$ cat src/hw/rtl/dmcm_pkg.sv
// Shared constants, types and command/status structs for the depth mean colour mapper.
`default_nettype none

package dmcm_pkg;

  // Ray and sample geometry
  localparam int MAX_DEPTH = 256;
  localparam int NUM_CH    = 3;
  localparam int CH_W      = $clog2(NUM_CH);
  localparam int SAMPLE_W  = 16;
  localparam int OFF_W     = 16;
  localparam int GAIN_W    = 24;
  localparam int GAIN_FRAC = 16;
  localparam int BYTE_W    = 8;

  // Fraction bits of (sample - offset) * gain: Q8.8 times Q8.16
  localparam int FRAC_W = 8 + GAIN_FRAC;

  // Accumulator and arithmetic widths
  localparam int CNT_W  = $clog2(MAX_DEPTH + 1);
  localparam int SUM_W  = SAMPLE_W + $clog2(MAX_DEPTH) + 1;
  localparam int PROD_W = OFF_W + CNT_W + 1;
  localparam int DIFF_W = ((SUM_W > PROD_W) ? SUM_W : PROD_W) + 1;
  localparam int T_W    = DIFF_W + GAIN_W;
  localparam int POS_W  = CNT_W + FRAC_W;
  localparam int NUM_W  = POS_W + BYTE_W + 1;
  localparam int REM_W  = NUM_W - FRAC_W;
  localparam int DVS_W  = CNT_W + BYTE_W - 1;
  localparam int STEP_W = $clog2(BYTE_W);

  // Configuration port
  localparam int CFG_IDX_W  = 4;
  localparam int CFG_DATA_W = 24;
  localparam logic [GAIN_W-1:0] GAIN_ONE = GAIN_W'(1) << GAIN_FRAC;

  typedef enum logic [CFG_IDX_W-1:0] {
    REG_RED_OFFSET   = 4'd0,
    REG_RED_GAIN     = 4'd1,
    REG_GREEN_OFFSET = 4'd2,
    REG_GREEN_GAIN   = 4'd3,
    REG_BLUE_OFFSET  = 4'd4,
    REG_BLUE_GAIN    = 4'd5,
    REG_BACKGROUND   = 4'd6,
    REG_CH_ENABLE    = 4'd7
  } cfg_reg_t;

  typedef enum logic [3:0] {
    ST_ACCUM,
    ST_CHECK,
    ST_MUL_OFF,
    ST_SUB,
    ST_MUL_GAIN,
    ST_SCALE,
    ST_DIVIDE,
    ST_STORE,
    ST_PUBLISH
  } state_t;

  typedef struct packed {
    logic [NUM_CH-1:0][OFF_W-1:0]  offset;
    logic [NUM_CH-1:0][GAIN_W-1:0] gain;
    logic [NUM_CH*BYTE_W-1:0]      background;
    logic [NUM_CH-1:0]             enable;
  } cfg_t;

  typedef struct packed {
    logic [NUM_CH-1:0][SAMPLE_W-1:0] value;
    logic                            tissue;
  } sample_t;

  typedef struct packed {
    logic            accumulate;
    logic            mul_off;
    logic            sub;
    logic            mul_gain;
    logic            scale;
    logic            div_step;
    logic            store;
    logic            publish;
    logic [CH_W-1:0] ch;
  } cmd_t;

  typedef struct packed {
    logic count_zero;
    logic out_busy;
  } stat_t;

endpackage

`default_nettype wire

$ cat src/hw/rtl/dmcm_ctrl.sv
// Sequencer for ray accumulation and the per-channel end-of-ray arithmetic.
`default_nettype none

module dmcm_ctrl
  import dmcm_pkg::*;
(
  input  wire logic  clk,
  input  wire logic  rst,
  input  wire logic  in_valid,
  input  wire logic  in_last,
  input  wire stat_t stat,
  output cmd_t       cmd,
  output logic       ready
);

  state_t            state, state_next;
  logic [CH_W-1:0]   ch, ch_next;
  logic [STEP_W-1:0] step, step_next;

  // Hold state, channel and divider step
  always_ff @(posedge clk) begin
    if (rst) begin
      state <= ST_ACCUM;
      ch    <= '0;
      step  <= '0;
    end else begin
      state <= state_next;
      ch    <= ch_next;
      step  <= step_next;
    end
  end

  // Advance through the per-channel sequence and drive datapath commands
  always_comb begin
    state_next = state;
    ch_next    = ch;
    step_next  = step;
    cmd        = '0;
    cmd.ch     = ch;
    ready      = 1'b0;
    unique case (state)
      ST_ACCUM: begin
        ready          = 1'b1;
        cmd.accumulate = in_valid;
        if (in_valid && in_last) begin
          state_next = ST_CHECK;
        end
      end
      ST_CHECK: begin
        ch_next = '0;
        if (stat.count_zero) begin
          state_next = ST_PUBLISH;
        end else begin
          state_next = ST_MUL_OFF;
        end
      end
      ST_MUL_OFF: begin
        cmd.mul_off = 1'b1;
        state_next  = ST_SUB;
      end
      ST_SUB: begin
        cmd.sub    = 1'b1;
        state_next = ST_MUL_GAIN;
      end
      ST_MUL_GAIN: begin
        cmd.mul_gain = 1'b1;
        state_next   = ST_SCALE;
      end
      ST_SCALE: begin
        cmd.scale  = 1'b1;
        step_next  = '0;
        state_next = ST_DIVIDE;
      end
      ST_DIVIDE: begin
        cmd.div_step = 1'b1;
        step_next    = step + 1'b1;
        if (step == STEP_W'(BYTE_W - 1)) begin
          state_next = ST_STORE;
        end
      end
      ST_STORE: begin
        cmd.store = 1'b1;
        if (ch == CH_W'(NUM_CH - 1)) begin
          state_next = ST_PUBLISH;
        end else begin
          ch_next    = ch + 1'b1;
          state_next = ST_MUL_OFF;
        end
      end
      ST_PUBLISH: begin
        if (!stat.out_busy) begin
          cmd.publish = 1'b1;
          state_next  = ST_ACCUM;
        end
      end
      default: begin
        state_next = ST_ACCUM;
      end
    endcase
  end

  // The end of a ray always leaves the accumulate state
  a_last_ends_ray: assert property (@(posedge clk) disable iff (rst)
    (cmd.accumulate && in_last) |=> (state == ST_CHECK))
    else $error("last sample of a ray did not start the pixel computation");

endmodule

`default_nettype wire

$ cat src/hw/rtl/dmcm_datapath.sv
// Accumulators, shared multiply/scale stages and restoring divider for one pixel.
`default_nettype none

module dmcm_datapath
  import dmcm_pkg::*;
(
  input  wire logic                     clk,
  input  wire logic                     rst,
  input  wire cmd_t                     cmd,
  input  wire sample_t                  sample,
  input  wire cfg_t                     cfg,
  output stat_t                         stat_partial,
  output logic [NUM_CH-1:0][BYTE_W-1:0] pixel,
  output logic                          pixel_void
);

  logic signed [SUM_W-1:0]         sum [NUM_CH];
  logic [CNT_W-1:0]                count;
  logic signed [PROD_W-1:0]        prod;
  logic signed [DIFF_W-1:0]        diff;
  logic signed [T_W-1:0]           t;
  logic                            clip_lo;
  logic                            clip_hi;
  logic [REM_W-1:0]                rem;
  logic [DVS_W-1:0]                dvs;
  logic [BYTE_W-1:0]               quo;
  logic [NUM_CH-1:0][BYTE_W-1:0]   colour;

  logic signed [SUM_W-1:0]         sel_sum;
  logic [OFF_W-1:0]                sel_off;
  logic [GAIN_W-1:0]               sel_gain;
  logic                            sel_en;
  logic signed [T_W-1:0]           one;
  logic [POS_W-1:0]                t_pos;
  logic [NUM_W-1:0]                num;
  logic                            ge;
  logic [BYTE_W-1:0]               byte_val;

  // Pick the operands of the channel being worked on
  always_comb begin
    sel_sum  = sum[0];
    sel_off  = cfg.offset[0];
    sel_gain = cfg.gain[0];
    sel_en   = cfg.enable[0];
    for (int k = 1; k < NUM_CH; k++) begin
      if (cmd.ch == CH_W'(k)) begin
        sel_sum  = sum[k];
        sel_off  = cfg.offset[k];
        sel_gain = cfg.gain[k];
        sel_en   = cfg.enable[k];
      end
    end
  end

  // Accumulate tissue samples, drop those past the depth limit, clear on publish
  always_ff @(posedge clk) begin
    if (rst) begin
      count <= '0;
      for (int k = 0; k < NUM_CH; k++) begin
        sum[k] <= '0;
      end
    end else if (cmd.publish) begin
      count <= '0;
      for (int k = 0; k < NUM_CH; k++) begin
        sum[k] <= '0;
      end
    end else if (cmd.accumulate && sample.tissue && (count < CNT_W'(MAX_DEPTH))) begin
      count <= count + 1'b1;
      for (int k = 0; k < NUM_CH; k++) begin
        sum[k] <= sum[k] + SUM_W'($signed(sample.value[k]));
      end
    end
  end

  // Scale terms: one = count in the fraction format, numerator rounds half up
  assign one   = $signed({{(T_W - POS_W){1'b0}}, count, {FRAC_W{1'b0}}});
  assign t_pos = t[POS_W-1:0];
  assign num   = (NUM_W'(t_pos) << BYTE_W) - NUM_W'(t_pos)
               + (NUM_W'(count) << (FRAC_W - 1));
  assign ge    = (REM_W'(dvs) <= rem);

  // Multiply, subtract, multiply, scale, then divide by count one quotient bit a step, and store
  always_ff @(posedge clk) begin
    if (cmd.mul_off) begin
      prod <= PROD_W'($signed(sel_off) * $signed({1'b0, count}));
    end
    if (cmd.sub) begin
      diff <= DIFF_W'(sel_sum) - DIFF_W'(prod);
    end
    if (cmd.mul_gain) begin
      t <= T_W'(diff * $signed(sel_gain));
    end
    if (cmd.scale) begin
      clip_lo <= (t <= 0);
      clip_hi <= (t >= one);
      rem     <= num[NUM_W-1:FRAC_W];
      dvs     <= DVS_W'(count) << (BYTE_W - 1);
      quo     <= '0;
    end
    if (cmd.div_step) begin
      if (ge) begin
        rem <= rem - REM_W'(dvs);
      end
      quo <= {quo[BYTE_W-2:0], ge};
      dvs <= dvs >> 1;
    end
    if (cmd.store) begin
      for (int k = 0; k < NUM_CH; k++) begin
        if (cmd.ch == CH_W'(k)) begin
          colour[k] <= byte_val;
        end
      end
    end
  end

  // Clip to [0,1], zero a disabled channel
  always_comb begin
    if (!sel_en || clip_lo) begin
      byte_val = '0;
    end else if (clip_hi) begin
      byte_val = '1;
    end else begin
      byte_val = quo;
    end
  end

  // Empty ray shows the background, red held in its top byte
  always_comb begin
    pixel_void = (count == '0);
    for (int k = 0; k < NUM_CH; k++) begin
      if (pixel_void) begin
        pixel[k] = cfg.background[(NUM_CH - 1 - k) * BYTE_W +: BYTE_W];
      end else begin
        pixel[k] = colour[k];
      end
    end
  end

  assign stat_partial.count_zero = pixel_void;
  assign stat_partial.out_busy   = 1'b0;

  a_count_limit: assert property (@(posedge clk) disable iff (rst)
    count <= CNT_W'(MAX_DEPTH))
    else $error("tissue count passed the depth limit");

  a_clear_after_pixel: assert property (@(posedge clk) disable iff (rst)
    cmd.publish |=> (count == '0) && (sum[0] == '0))
    else $error("accumulators not cleared after a pixel");

endmodule

`default_nettype wire

$ cat src/hw/rtl/depth_mean_colour_mapper.sv
// Top level: configuration registers, stream ports and the output pixel register.
`default_nettype none

// Average intensity projection along depth rays. Samples stream in on s_axis,
// one per cycle while a ray is being accumulated; tissue samples add into
// per-channel sums (at most MAX_DEPTH per ray). The sample flagged by tlast
// closes the ray and starts the pixel computation, during which s_axis_tready
// is low: for a ray with tissue, a check state, then the three channels in
// turn through one shared offset multiply, subtract, gain multiply, scaling
// step, 8-step restoring divider and store, then a hand-off state; for an
// empty ray, only the check and hand-off states. The pixel then sits in the
// output register while the next ray streams in. Configuration writes are
// taken at any time but are meant for idle periods.

module depth_mean_colour_mapper
  import dmcm_pkg::*;
(
  input  wire logic                  clk,
  input  wire logic                  rst,
  // Sample stream
  input  wire logic                  s_axis_tvalid,
  output logic                       s_axis_tready,
  input  wire logic [47:0]           s_axis_tdata,  // sample_red, sample_green, sample_blue
  input  wire logic                  s_axis_tuser,  // is_tissue
  input  wire logic                  s_axis_tlast,  // last_of_ray
  // Pixel stream
  output logic                       m_axis_tvalid,
  input  wire logic                  m_axis_tready,
  output logic [23:0]                m_axis_tdata,  // red, green, blue
  output logic                       m_axis_tuser,  // was_void
  // Register writes
  input  wire logic                  cfg_valid,
  output logic                       cfg_ready,
  input  wire logic [CFG_IDX_W-1:0]  cfg_index,
  input  wire logic [CFG_DATA_W-1:0] cfg_data
);

  cfg_t                          cfg;
  cmd_t                          cmd;
  stat_t                         stat;
  stat_t                         dp_stat;
  sample_t                       sample;
  logic [NUM_CH-1:0][BYTE_W-1:0] pixel;
  logic                          pixel_void;

  // Write configuration registers
  assign cfg_ready = 1'b1;

  always_ff @(posedge clk) begin
    if (rst) begin
      cfg.offset     <= '0;
      cfg.gain       <= {NUM_CH{GAIN_ONE}};
      cfg.background <= '0;
      cfg.enable     <= '1;
    end else if (cfg_valid) begin
      unique case (cfg_reg_t'(cfg_index))
        REG_RED_OFFSET:   cfg.offset[0]  <= cfg_data[OFF_W-1:0];
        REG_RED_GAIN:     cfg.gain[0]    <= cfg_data[GAIN_W-1:0];
        REG_GREEN_OFFSET: cfg.offset[1]  <= cfg_data[OFF_W-1:0];
        REG_GREEN_GAIN:   cfg.gain[1]    <= cfg_data[GAIN_W-1:0];
        REG_BLUE_OFFSET:  cfg.offset[2]  <= cfg_data[OFF_W-1:0];
        REG_BLUE_GAIN:    cfg.gain[2]    <= cfg_data[GAIN_W-1:0];
        REG_BACKGROUND:   cfg.background <= cfg_data[NUM_CH*BYTE_W-1:0];
        REG_CH_ENABLE:    cfg.enable     <= cfg_data[NUM_CH-1:0];
        default: begin
        end
      endcase
    end
  end

  // Unpack the sample request
  assign sample.value  = s_axis_tdata;
  assign sample.tissue = s_axis_tuser;

  assign stat.count_zero = dp_stat.count_zero;
  assign stat.out_busy   = m_axis_tvalid && !m_axis_tready;

  dmcm_ctrl u_ctrl (
    .clk      (clk),
    .rst      (rst),
    .in_valid (s_axis_tvalid),
    .in_last  (s_axis_tlast),
    .stat     (stat),
    .cmd      (cmd),
    .ready    (s_axis_tready)
  );

  dmcm_datapath u_datapath (
    .clk          (clk),
    .rst          (rst),
    .cmd          (cmd),
    .sample       (sample),
    .cfg          (cfg),
    .stat_partial (dp_stat),
    .pixel        (pixel),
    .pixel_void   (pixel_void)
  );

  // Hold the finished pixel until the sink takes it
  always_ff @(posedge clk) begin
    if (rst) begin
      m_axis_tvalid <= 1'b0;
    end else if (cmd.publish) begin
      m_axis_tvalid <= 1'b1;
    end else if (m_axis_tready) begin
      m_axis_tvalid <= 1'b0;
    end
  end

  always_ff @(posedge clk) begin
    if (cmd.publish) begin
      m_axis_tdata <= pixel;
      m_axis_tuser <= pixel_void;
    end
  end

  a_no_overwrite: assert property (@(posedge clk) disable iff (rst)
    cmd.publish |-> !(m_axis_tvalid && !m_axis_tready))
    else $error("pixel published over one not yet taken");

endmodule

`default_nettype wire
$ cat config.mk
export PLATFORM = sky130hd
export DESIGN_NAME = depth_mean_colour_mapper
export DESIGN_NICKNAME = d
export VERILOG_FILES = /design/src/hw/rtl/dmcm_pkg.sv /design/src/hw/rtl/dmcm_ctrl.sv /design/src/hw/rtl/dmcm_datapath.sv /design/src/hw/rtl/depth_mean_colour_mapper.sv
export SDC_FILE = /design/constraint.sdc
export NUM_CORES = 2
export LEC_CHECK = 0
export ABC_AREA = 1
export BUFFER_PORTS_ARGS = -buffer_cell sky130_fd_sc_hd__buf_2
export CAP_MARGIN = 20
export CELL_PAD_IN_SITES_DETAIL_PLACEMENT = 1
export CELL_PAD_IN_SITES_GLOBAL_PLACEMENT = 2
export CORE_MARGIN = 4
export CORE_UTILIZATION = 35
export DETAILED_ROUTE_END_ITERATION = 10
export GPL_TIMING_DRIVEN = 0
export HOLD_SLACK_MARGIN = 0.06
export PLACE_DENSITY = 0.73
export SETUP_SLACK_MARGIN = 0.05
export SYNTH_ARGS = -nofsm -noshare
export SYNTH_HDL_FRONTEND = slang
export SYNTH_SLANG_ARGS = --single-unit
$ cat constraint.sdc
create_clock -name clk -period 10 [get_ports clk]
set_clock_uncertainty 0.2 [all_clocks]
set_input_delay 2 -clock clk [delete_from_list [all_inputs] [get_ports clk]]
set_output_delay 2 -clock clk [all_outputs]
set_load 0.005 [all_outputs]
==> impl_metrics.env <==
export IMPL_status="finished, final reports clean"
export IMPL_cp_slowest_cell="fa_2"
export IMPL_antenna_found_initial=4
export IMPL_synthesis_area_um2=55800
export IMPL_ios=111
export IMPL_wl_per_cell_um=23.0
export IMPL_cts_setup_buffers=0
export IMPL_dieArea_um2=166000
export IMPL_grt_pass1_vias=51228
export IMPL_crit_family="adder cells"
export IMPL_dp_hpwl_um=183000
export IMPL_grt_pass1_wl_um=327000
export IMPL_whs_endpoint="cfg[91]"
export IMPL_track_usage=0.258
export IMPL_gp_congestion=0.946
export IMPL_power_switching_uw=3050
export IMPL_power_internal_uw=4270
export IMPL_area_growth_pct=9.44
export IMPL_cellPowerDensity_nw_per_um2=120
export IMPL_max_slew_margin_rel=0.329
export IMPL_first_pass_iters=7
export IMPL_regArea_um2=11300
export IMPL_layout_commonest_cell="inv_1"
export IMPL_ctsHoldBuffers=0
export IMPL_stdcell_count=9337
export IMPL_clkLatencyLatePin_ps=670
export IMPL_hold_viol=0
export IMPL_ff2ff_path_depth=29
export IMPL_setup_tns_ps=0
export IMPL_chipWidth_um=407
export IMPL_port_buffers=105
export IMPL_clkTransAtPathRegs_ps=60
export IMPL_r2r_slack_ps=560
export IMPL_hold_depth=2
export IMPL_grt_ovfl_total=0
export IMPL_max_cap_violations=0
export IMPL_via_count=47288
export IMPL_swShare=0.417
export IMPL_endpoint_kind="flip-flop"
export IMPL_period_minus_slack_ps=9440
export IMPL_rows=146
export IMPL_hp_class="flip-flop to flip-flop"
export IMPL_synth_ff_type="edfxtp_1"
export IMPL_ys_seq_elements=438
export IMPL_yosysUniqueCellTypes=62
export IMPL_peakVddDrop_mv=0.130
export IMPL_final_net_count=8485
export IMPL_cts_root_buf="clkbuf_16"
export IMPL_core_area_um2=158000
export IMPL_grt_max_degree=45
export IMPL_comb_power_share=0.421
export IMPL_path_class="flip-flop to flip-flop"
export IMPL_vias_per_cell=5.06
export IMPL_fin_crit_sh=0.944
export IMPL_max_freq_mhz=106
export IMPL_tightest_slew_ps=1010
export IMPL_timing_rr_end="u_datapath.t[48]"
export IMPL_arrival_ps=9590
export IMPL_rsz0062_at_grt="false"
export IMPL_multiInputGateArea_um2=38200
export IMPL_cts_sinks=438
export IMPL_fp_dieH_um=407
export IMPL_cp_max_fo=11
export IMPL_r2r_start="u_ctrl.ch[0]"
export IMPL_cts_buffers=55
export IMPL_netlist_instances=7043
export IMPL_worstSetupStartpoint="u_ctrl.ch[0]"
export IMPL_path_buf_inv=11
export IMPL_drc=0
export IMPL_place_inst=9230
export IMPL_pwr_share_clk=0.289
export IMPL_worst_path_largest_cell_delay_ps=810
export IMPL_cts_tree="done"
export IMPL_synth_fp_nets=8313
export IMPL_synth_seq_area_share=0.202
export IMPL_syn_area_per_cell_um2=7.93
export IMPL_p_leak_uw=0.0299
export IMPL_layout_drive_gt1_share=0.0573
export IMPL_start_util=0.352
export IMPL_finalMaxSlewViolations=0
export IMPL_ys_warn_count=0
export IMPL_worstSetupStartpointType="flip-flop"
export IMPL_async_flop_share=0
export IMPL_setup_viol=0
export IMPL_ant_nets=0
export IMPL_synth_edf_count=253
export IMPL_htree_levels=2
export IMPL_routed_wl_um=215000
export IMPL_cp_required_ps=10150
export IMPL_hold_start="cfg[91]"
export IMPL_fill_cells=19241
export IMPL_final_cell_mix="1,404 x inv_1, 1,331 x nand2_1, 1,042 x nor2_1"
export IMPL_clockBufferDepth=3
export IMPL_power_frac_seq=0.289
export IMPL_drt_iter0_markers=2505
-- routing by layer --
layer	up-vias	wire length, um	GRT usage
met2	797	101000	0.433
met1	24261	98800	0.357
met3	211	7900	0.0244
met5	-	0	0
li1	22019	-	-
met4	0	6830	0.0723
-- tightest hold or removal path, cell delays in order (launching register included) --
cell and delay [ps]:
dfxtp_1 320, nand2_1 50, nand3_1 50
-- state kept, by name, indices dropped and copies added, names as in the netlist, 9 cells and up --
| name | flops |
|---|---|
| cfg | 147 |
| m_axis_tdata | 24 |
| u_datapath.colour | 24 |
| u_datapath.count | 9 |
| u_datapath.diff | 27 |
| u_datapath.dvs | 16 |
| u_datapath.prod | 26 |
| u_datapath.rem | 18 |
| u_datapath.sum | 75 |
| u_datapath.t | 51 |
-- layout make-up --
| class | count | share of cell area |
|---|---|---|
| tap | 2072 | 0.0424 |
| multi-input combinational | 4961 | 0.626 |
| clock buffer | 77 | 0.0252 |
| buffer | 203 | 0.0152 |
| sequential | 438 | 0.185 |
| clock inverter | 27 | 0.00584 |
| inverter | 1441 | 0.0886 |
| timing repair buffer | 115 | 0.0117 |
| antenna | 3 | 0.000123 |
-- timing repair --
| item | 4_1_cts | 5_1_grt |
|---|---|---|
| resized for setup | 1 | 6 |
| pin swaps | 0 | 0 |
| endpoints found under the setup margin | 1 | 5 |
-- how the worst max path moves through the flow --
stage / cells past startpoint / slack, ps / endpoint
5_1_grt: 27 / 140 / u_datapath.t[47]
6_report: 29 / 560 / u_datapath.t[48]
3_3_place_gp: 30 / 280 / u_datapath.t[48]
3_5_place_dp: 29 / 140 / u_datapath.t[48]
4_1_cts: 29 / 70 / u_datapath.t[48]
2_1_floorplan: 29 / 2510 / u_datapath.t[48]
-- Yosys cell counts, types with 24 or more instances --
cell type  count  area [um2]
a21oi_1      341        1710
nand3_1      187         936
nand2_1     1332        5000
xnor2_1       40         350
fa_1         809       16200
o21bai_1      32         240
ha_1         378        4730
xor2_1        79         692
edfxtp_1     253        7600
nor3_1        44         220
o21a_1        29         218
o21ai_2       24         210
o21ai_1       61         305
dfxtp_1      185        3700
buf_2         73         365
clkbuf_1     109         409
nor2_1      1046        3930
inv_2         24        90.1
inv_1       1405        5270
o21ai_0      295        1480
o211ai_1      42         315
nand4_1       56         350
-- through the flow --
stage,util,total power [uW],setup WS [ps],cell area (um2),hold slack (ps)
floorplan,-,4050,2510,55800,222
CTS,0.386,7410,70.7,61100,256
detailed placement,0.374,5210,140,59200,242
global route,0.386,7810,141,61100,273
finish,0.386,7330,556,61100,253
global placement,0.372,5200,278,58900,234
-- cells by family after synthesis --
family | share of synthesized area
xor gates and xnor gates | 0.0187
adders and majority gates | 0.375
AOI/OAI and AO/OA | 0.0922
DFF | 0.202
and+or+nand+nor | 0.198
other | 0.0000672
buffers and inverters | 0.113
-- power by group through the flow --
stage	Sequential (uW)	Clock, uW	Combinational (uW)
after CTS	2120	2180	3120
after detailed placement	2160	0	3050
after global routing	2130	2240	3450
after global placement	2160	0	3040
final	2120	2120	3090
after floorplan	2130	0	1920
Note: power is estimated with default switching activity, not from simulation.
